===== config.mk =====
export PLATFORM = sky130hd
export DESIGN_NAME = formula_element_ratio_check_top
export DESIGN_NICKNAME = d
export VERILOG_FILES = /design/src/rtl/ferc_pkg.sv /design/src/rtl/ferc_in_stage.sv /design/src/rtl/ferc_core.sv /design/src/rtl/ferc_out_stage.sv /design/src/rtl/formula_element_ratio_check_top.sv
export SDC_FILE = /design/constraint.sdc
export NUM_CORES = 1
export LEC_CHECK = 0
export ABC_AREA = 1
export BUFFER_PORTS_ARGS = -buffer_cell sky130_fd_sc_hd__clkbuf_2
export CAP_MARGIN = 15
export CORE_MARGIN = 8
export CORE_UTILIZATION = 45
export DETAILED_ROUTE_END_ITERATION = 16
export GPL_TIMING_DRIVEN = 0
export PLACE_DENSITY = 0.65
export SETUP_SLACK_MARGIN = 0.1
export SLEW_MARGIN = 30
export SYNTH_ARGS = -nofsm -noshare
export SYNTH_HDL_FRONTEND = slang
export SYNTH_SLANG_ARGS = --single-unit

===== constraint.sdc =====
create_clock -name clk_i -period 13.67 [get_ports clk_i]
set_clock_uncertainty 0.2 [all_clocks]
set_input_delay 0.6835 -clock clk_i [delete_from_list [all_inputs] [get_ports clk_i]]
set_output_delay 0.6835 -clock clk_i [all_outputs]
set_load 0.005 [all_outputs]

===== src/rtl/ferc_pkg.sv =====
// ----------------------------------------------------------------------------
// ferc_pkg
// shared types and constants for the formula element ratio check
// ----------------------------------------------------------------------------
package ferc_pkg;

  localparam int unsigned CountWidth = 16;
  localparam int unsigned TotalWidth = 16;

  localparam logic [7:0] ChC     = 8'h43;
  localparam logic [7:0] ChH     = 8'h48;
  localparam logic [7:0] ChN     = 8'h4E;
  localparam logic [7:0] ChO     = 8'h4F;
  localparam logic [7:0] ChZero  = 8'h30;
  localparam logic [7:0] ChNine  = 8'h39;
  localparam logic [7:0] ChUpA   = 8'h41;
  localparam logic [7:0] ChUpZ   = 8'h5A;

  typedef enum logic [2:0] {
    EL_NONE,
    EL_C,
    EL_H,
    EL_N,
    EL_O,
    EL_OTHER
  } elem_e;

  typedef struct packed {
    logic [7:0] char_code;
    logic       end_of_formula;
  } chr_t;

  typedef struct packed {
    logic                  formula_ok;
    logic                  has_oxygen;
    logic [TotalWidth-1:0] carbon_total;
    logic [TotalWidth-1:0] hydrogen_total;
    logic [TotalWidth-1:0] nitrogen_total;
    logic [TotalWidth-1:0] oxygen_total;
  } res_t;

  function automatic elem_e elem_of(input logic [7:0] ch);
    elem_e e;
    unique case (ch)
      ChC:     e = EL_C;
      ChH:     e = EL_H;
      ChN:     e = EL_N;
      ChO:     e = EL_O;
      default: e = EL_OTHER;
    endcase
    return e;
  endfunction

endpackage


===== src/rtl/ferc_in_stage.sv =====
// ----------------------------------------------------------------------------
// ferc_in_stage
// input register for one character transaction
// ----------------------------------------------------------------------------
module ferc_in_stage (
  input  logic          clk_i,
  input  logic          rst_ni,
  input  logic          valid_i,
  output logic          stall_o,
  input  ferc_pkg::chr_t chr_i,
  input  logic          advance_i,
  output logic          valid_o,
  output ferc_pkg::chr_t chr_o
);
  import ferc_pkg::*;

  logic valid_q;
  chr_t chr_q;
  logic take;

  assign stall_o = valid_q && !advance_i;
  assign take    = valid_i && !stall_o;

  always_ff @(posedge clk_i or negedge rst_ni) begin
    if (!rst_ni) begin
      valid_q <= 1'b0;
    end else if (take) begin
      valid_q <= 1'b1;
    end else if (advance_i) begin
      valid_q <= 1'b0;
    end
  end

  always_ff @(posedge clk_i) begin
    if (take) begin
      chr_q <= chr_i;
    end
  end

  assign valid_o = valid_q;
  assign chr_o   = chr_q;

endmodule


===== src/rtl/ferc_core.sv =====
// ----------------------------------------------------------------------------
// ferc_core
// parse state, count accumulation and ratio rules, one character per cycle while fire_i is high
// ----------------------------------------------------------------------------
module ferc_core #(
  parameter int unsigned COUNT_WIDTH = ferc_pkg::CountWidth
) (
  input  logic           clk_i,
  input  logic           rst_ni,
  input  logic           fire_i,
  input  ferc_pkg::chr_t chr_i,
  output ferc_pkg::res_t res_o
);
  import ferc_pkg::*;

  localparam int unsigned CW = COUNT_WIDTH;
  localparam logic [CW-1:0] CountMax = {CW{1'b1}};

  function automatic logic [CW-1:0] sat_add(input logic [CW-1:0] a, input logic [CW-1:0] b);
    logic [CW:0] s;
    s = {1'b0, a} + {1'b0, b};
    return s[CW] ? CountMax : s[CW-1:0];
  endfunction

  elem_e         cur_q,  cur_d;
  logic          run_q,  run_d;
  logic [CW-1:0] pend_q, pend_d;
  logic [CW-1:0] c_q, h_q, n_q, o_q;
  logic [CW-1:0] c_d, h_d, n_d, o_d;
  logic          saw_q,  saw_d;

  logic          is_digit, is_upper, last;
  logic [3:0]    dval;
  logic [CW+3:0] mul10;
  logic [CW-1:0] pend_a;
  logic          run_a;
  elem_e         cur_a;
  elem_e         close1_el, close2_el;
  logic [CW-1:0] n1, n2;
  elem_e         cur_b;
  logic          run_b;
  logic [CW-1:0] pend_b;
  logic [CW-1:0] c1, h1, n1s, o1;
  logic [CW-1:0] cf, hf, nf, of;
  logic [CW+2:0] h_lim;
  logic [CW+1:0] o_lim;
  logic          ok;

  assign last     = chr_i.end_of_formula;
  assign is_digit = (chr_i.char_code >= ChZero) && (chr_i.char_code <= ChNine);
  assign is_upper = (chr_i.char_code >= ChUpA) && (chr_i.char_code <= ChUpZ);
  assign dval     = 4'(chr_i.char_code - ChZero);
  assign mul10    = {1'b0, pend_q, 3'b000} + {3'b000, pend_q, 1'b0} + (CW+4)'(dval);

  always_comb begin
    cur_a     = cur_q;
    run_a     = run_q;
    pend_a    = pend_q;
    close1_el = EL_NONE;
    n1        = (run_q && (pend_q != '0)) ? pend_q : CW'(1);
    if (cur_q != EL_NONE) begin
      if (is_digit) begin
        pend_a = (mul10[CW+3:CW] != '0) ? CountMax : mul10[CW-1:0];
        run_a  = 1'b1;
      end else begin
        close1_el = cur_q;
        cur_a     = EL_NONE;
        run_a     = 1'b0;
        pend_a    = '0;
      end
    end

    cur_b  = cur_a;
    run_b  = run_a;
    pend_b = pend_a;
    if (is_upper) begin
      cur_b  = elem_of(chr_i.char_code);
      run_b  = 1'b0;
      pend_b = '0;
    end

    close2_el = last ? cur_b : EL_NONE;
    n2        = (run_b && (pend_b != '0)) ? pend_b : CW'(1);
  end

  // first close: the element ended by this character
  assign c1  = sat_add(c_q, (close1_el == EL_C) ? n1 : '0);
  assign h1  = sat_add(h_q, (close1_el == EL_H) ? n1 : '0);
  assign n1s = sat_add(n_q, (close1_el == EL_N) ? n1 : '0);
  assign o1  = sat_add(o_q, (close1_el == EL_O) ? n1 : '0);

  // second close: the element still open at the end of the formula
  assign cf = sat_add(c1,  (close2_el == EL_C) ? n2 : '0);
  assign hf = sat_add(h1,  (close2_el == EL_H) ? n2 : '0);
  assign nf = sat_add(n1s, (close2_el == EL_N) ? n2 : '0);
  assign of = sat_add(o1,  (close2_el == EL_O) ? n2 : '0);

  assign saw_d = saw_q || (chr_i.char_code == ChO);

  assign h_lim = {1'b0, cf, 2'b00} + (CW+3)'(2);
  assign o_lim = {2'b00, cf} + {1'b0, cf, 1'b0};
  assign ok    = (cf != '0) && ((CW+3)'(hf) <= h_lim) && (nf <= cf) && ((CW+2)'(of) <= o_lim);

  always_comb begin
    if (last) begin
      cur_d  = EL_NONE;
      run_d  = 1'b0;
      pend_d = '0;
      c_d    = '0;
      h_d    = '0;
      n_d    = '0;
      o_d    = '0;
    end else begin
      cur_d  = cur_b;
      run_d  = run_b;
      pend_d = pend_b;
      c_d    = cf;
      h_d    = hf;
      n_d    = nf;
      o_d    = of;
    end
  end

  always_ff @(posedge clk_i or negedge rst_ni) begin
    if (!rst_ni) begin
      cur_q  <= EL_NONE;
      run_q  <= 1'b0;
      pend_q <= '0;
      c_q    <= '0;
      h_q    <= '0;
      n_q    <= '0;
      o_q    <= '0;
      saw_q  <= 1'b0;
    end else if (fire_i) begin
      cur_q  <= cur_d;
      run_q  <= run_d;
      pend_q <= pend_d;
      c_q    <= c_d;
      h_q    <= h_d;
      n_q    <= n_d;
      o_q    <= o_d;
      saw_q  <= last ? 1'b0 : saw_d;
    end
  end

  always_comb begin
    res_o.formula_ok     = ok;
    res_o.has_oxygen     = saw_d;
    res_o.carbon_total   = TotalWidth'(cf);
    res_o.hydrogen_total = TotalWidth'(hf);
    res_o.nitrogen_total = TotalWidth'(nf);
    res_o.oxygen_total   = TotalWidth'(of);
  end

endmodule


===== src/rtl/ferc_out_stage.sv =====
// ----------------------------------------------------------------------------
// ferc_out_stage
// result register holding one finished transaction until it is taken
// ----------------------------------------------------------------------------
module ferc_out_stage (
  input  logic           clk_i,
  input  logic           rst_ni,
  input  logic           load_i,
  input  ferc_pkg::res_t res_i,
  input  logic           stall_i,
  output logic           advance_o,
  output logic           valid_o,
  output ferc_pkg::res_t res_o
);
  import ferc_pkg::*;

  logic valid_q;
  res_t res_q;

  assign advance_o = !valid_q || !stall_i;

  always_ff @(posedge clk_i or negedge rst_ni) begin
    if (!rst_ni) begin
      valid_q <= 1'b0;
    end else if (advance_o) begin
      valid_q <= load_i;
    end
  end

  always_ff @(posedge clk_i) begin
    if (advance_o && load_i) begin
      res_q <= res_i;
    end
  end

  assign valid_o = valid_q;
  assign res_o   = res_q;

endmodule


===== src/rtl/formula_element_ratio_check_top.sv =====
// ----------------------------------------------------------------------------
// formula_element_ratio_check_top
// checks a chemical formula, one character per transaction, against element
// ratio rules and reports the C, H, N and O totals after the last character
//
//   channel  direction  handshake          payload
//   input    in         valid_i / stall_o  char_code_i, end_of_formula_i
//   result   out        valid_o / stall_i  formula_ok_o, has_oxygen_o, *_total_o
//
// one character per cycle while the result side does not stall; the result register
// loads, and valid_o rises, when the final character moves from the input register into the core
// the parse state and counts update in the core on each character that fires
// reset clears the parse state, counts and both valid flags
// a stall while a result waits holds the result register and, in the same
// cycle, a character held in the input register; nothing is dropped
// ----------------------------------------------------------------------------
module formula_element_ratio_check_top #(
  parameter int unsigned COUNT_WIDTH = ferc_pkg::CountWidth
) (
  input  logic                            clk_i,
  input  logic                            rst_ni,
  input  logic                            valid_i,
  output logic                            stall_o,
  input  logic [7:0]                      char_code_i,
  input  logic                            end_of_formula_i,
  output logic                            valid_o,
  input  logic                            stall_i,
  output logic                            formula_ok_o,
  output logic                            has_oxygen_o,
  output logic [ferc_pkg::TotalWidth-1:0] carbon_total_o,
  output logic [ferc_pkg::TotalWidth-1:0] hydrogen_total_o,
  output logic [ferc_pkg::TotalWidth-1:0] nitrogen_total_o,
  output logic [ferc_pkg::TotalWidth-1:0] oxygen_total_o
);
  import ferc_pkg::*;

  chr_t chr_in, chr_q;
  logic chr_valid;
  logic advance;
  logic fire;
  res_t res_d, res_q;

  assign chr_in.char_code      = char_code_i;
  assign chr_in.end_of_formula = end_of_formula_i;
  assign fire                  = chr_valid && advance;

  ferc_in_stage u_in (
    .clk_i     (clk_i),
    .rst_ni    (rst_ni),
    .valid_i   (valid_i),
    .stall_o   (stall_o),
    .chr_i     (chr_in),
    .advance_i (advance),
    .valid_o   (chr_valid),
    .chr_o     (chr_q)
  );

  ferc_core #(
    .COUNT_WIDTH (COUNT_WIDTH)
  ) u_core (
    .clk_i  (clk_i),
    .rst_ni (rst_ni),
    .fire_i (fire),
    .chr_i  (chr_q),
    .res_o  (res_d)
  );

  ferc_out_stage u_out (
    .clk_i     (clk_i),
    .rst_ni    (rst_ni),
    .load_i    (fire && chr_q.end_of_formula),
    .res_i     (res_d),
    .stall_i   (stall_i),
    .advance_o (advance),
    .valid_o   (valid_o),
    .res_o     (res_q)
  );

  assign formula_ok_o     = res_q.formula_ok;
  assign has_oxygen_o     = res_q.has_oxygen;
  assign carbon_total_o   = res_q.carbon_total;
  assign hydrogen_total_o = res_q.hydrogen_total;
  assign nitrogen_total_o = res_q.nitrogen_total;
  assign oxygen_total_o   = res_q.oxygen_total;

endmodule


==> metrics <==
clock buffer count from CTS 17; grt met1 use 0.326; crit path DAT 10.47 ns; area post-placement 17,000 um2; worst-skew pair later-pin latency 0.46 ns; die height 204 um; number of port buffers 80; CTS tree done; filler cell count 3,430; relative slew slack 0.338; YS warnings 0; EDFF count, synth 75; Compound-Gate Fraction of Synth Area 0.150; Reg clk slew, reported paths 0.07 ns; grt peak-use layer met2; syn_area_per_cell 7.51 um2; largest net degree at the start of global routing 48; Cell variety after synth 49; Hold Violations, Final 0; Worst EP required 13.69 ns; Post-route DRC 0; top_reg_cell synth dfrtp_1; Initial Util 0.452; largest family of logic cells by synthesized area simple AND/OR/NAND/NOR gates; maximum clock frequency 95.7 MHz; post-route setup TNS 0 ns; vias in the first global route 14,600; starting DRC count in detailed routing 1,385; initial antenna violation count 0; Syn Std Cell Area 15,900 um2; status completed; static leakage 9.37 nW; Slew Limit Fails 0; Core ar. 35,100 um2; Seq/Total Area, Yosys 0.279; die width 204 um; Root Driver clkbuf_16; post_cts resized 0; CP Class reg2reg; Total Die Area 41,600 um2; Post-Synth Simple-Gate Area 0.262; crit end category flip-flop; # H-tree levels 4; M2 GR Usage 0.369; Tcrit/Tclk final 0.764; setup ws final 3.22 ns; critical path fanouts, max 10; Post-Synth Adder-Cell Area 0.195; Routed Wire Length 50,300 um; non-filler instance count after layout 2,694; hold-fix buffers at CTS 1; CTS max path bufs 2; Post-CTS Repair Setup Buffers 0; Final ANT Viol Nets 0; #FFs+latches synth 162; worst vdd ir 0.0000912 V; pre-CTS WS 3.37 ns; FF+latch area 4430 um2; Detailed Routing Iterations Pass 1 5; dpl cells 2,661; met3 Use GR 0.0434; RSZ-0062 raised after global routing no; ys async rst share 0.537; mux share of post-synthesis cell area 0; slowest cell on the critical path a221oi_1; I/O Pins 81; Final Critical Period 10.45 ns; Net Count, Synth 2,369; area of the multi-input gates 10,400 um2; CP Launch Type flip-flop; post-synthesis xor/xnor area fraction 0.0474; n_diodes 0; CP dominant cell by count nand2_1; Tot Pwr 1.41 mW; first-pass GRT wire length 78,200 um; drt wl/cell 18.7 um; routability congestion estimate 0.933; Largest stage delay, worst path 0.63 ns; layout overhead on the synthesized area 10.7%; design area 17,600 um2; # nets final 2,474; vias per cell 5.62; vias after detailed routing 15,100; GR Overflow Total 0; clock sinks 162; gr usage total 0.241; max-cap viol count 0; share of layout cells above drive strength 1 0.0927; FP Rows 69; Syn Inst Count 2,115; worst-margin pin slew 0.992 ns; power per cell area 80.1 nW/um2; dpl hpwl 39,800 um; HP Class in2reg; Finish-stage setup viols 0
-- layout make-up --
cell class | instances | share of cell area
tap | 461 | 0.0328
clock buffer | 19 | 0.0246
buffer | 42 | 0.0108
multi-input combinational | 1679 | 0.592
inverter | 232 | 0.0495
timing repair buffer | 86 | 0.0300
sequential | 162 | 0.252
clock inverter | 13 | 0.00854
-- routing by layer --
layer / part of all wire / wire length (um) / vias up
met5: 0 / 0 / -
met3: 0.076 / 3830 / 109
met1: 0.45 / 22800 / 7102
met2: 0.43 / 21400 / 537
met4: 0.044 / 2230 / 0
li1: - / - / 7399
-- path summary, 6_finish.rpt --
kind                                          to  cells after the start              start  slack [ns]
worst max-delay path             u_out.res_o[65]                     48  u_core.pend_q[15]        3.22
worst min-delay path               u_in.chr_o[6]                      1     char_code_i[5]        0.20
worst max register to register   u_out.res_o[65]                     48  u_core.pend_q[15]        3.22
worst min register to register     u_core.c_q[6]                      2      u_core.c_q[6]        0.30
max in group asynchronous       u_core.pend_q[8]                      3             rst_ni       12.13
min in group asynchronous         u_core.n_q[14]                      2             rst_ni        0.55
-- state kept, by name, summed over array words and instances (netlist names), 3 cells and up --
| register | cells |
|---|---|
| u_out.res_o | 66 |
| u_core.c_q | 16 |
| u_core.h_q | 16 |
| u_core.n_q | 16 |
| u_core.o_q | 16 |
| u_core.pend_q | 16 |
| u_in.chr_o | 9 |
| u_core.cur_q | 3 |
-- Yosys cell counts, drive strengths merged (4+ instances only) --
| library cell | n | area share |
|---|---|---|
| o31ai | 6 | 0.0028 |
| a221oi | 4 | 0.0022 |
| o21ai | 111 | 0.036 |
| a211oi | 7 | 0.0033 |
| dfrtp | 87 | 0.14 |
| nand4 | 21 | 0.0083 |
| a31oi | 11 | 0.0043 |
| o22ai | 19 | 0.0075 |
| a22o | 32 | 0.018 |
| o211ai | 4 | 0.0019 |
| inv | 230 | 0.054 |
| buf | 12 | 0.0049 |
| xor2 | 40 | 0.022 |
| or2 | 32 | 0.013 |
| o21bai | 4 | 0.0019 |
| fa | 11 | 0.014 |
| nor3 | 23 | 0.0072 |
| ha | 230 | 0.18 |
| a21oi | 186 | 0.059 |
| nor2 | 231 | 0.059 |
| a21boi | 10 | 0.0047 |
| nand2 | 487 | 0.12 |
| a21o | 11 | 0.0052 |
| nand3b | 21 | 0.018 |
| nand3 | 114 | 0.037 |
| nor4 | 8 | 0.0032 |
| clkbuf | 30 | 0.0071 |
| edfxtp | 75 | 0.14 |
| xnor2 | 46 | 0.025 |
-- cells in the final DEF, fill, tap and decap left out, types with 75 or more instances in the layout --
| master | synthesis | layout |
|---|---|---|
| inv_1 | 222 | 222 |
| nand3_1 | 112 | 112 |
| clkbuf_2 | 0 | 79 |
| nand2_1 | 481 | 481 |
| o21ai_0 | 109 | 109 |
| nor2_1 | 208 | 207 |
| ha_1 | 230 | 230 |
| edfxtp_1 | 75 | 75 |
| a21oi_1 | 185 | 185 |
| dfrtp_1 | 87 | 87 |
-- critical path: cells and delay by family, from the launching register on --
family | cells | cell delay (ns)
compound gates | 10 | 1.99
xor+xnor | 1 | 0.22
flops | 1 | 0.47
simple gates | 23 | 3.77
fa+ha+maj | 5 | 1.75
buf+inv | 9 | 1.78
-- kinds of logic after synthesis --
logic type,Yosys count
xor+xnor,86
simple gates,940
compound gates,412
fa+ha+maj,241
flops,162
buf+inv,274
-- power by group --
part           internal, mW  leakage (nW)  switching, mW
sequential            0.536          1.93         0.0213
clock                 0.273         0.279          0.224
combinational         0.118          7.16          0.236
-- through the flow --
| stage | utilization | hold slack (ns) |
|---|---|---|
| after CTS | 0.500 | 0.185 |
| final | 0.500 | 0.199 |
| after global routing | 0.500 | 0.184 |
| after global placement | 0.480 | 0.273 |
| after floorplan | - | 0.188 |
| after detailed placement | 0.483 | 0.279 |
Power figures use the tool's default switching activity.
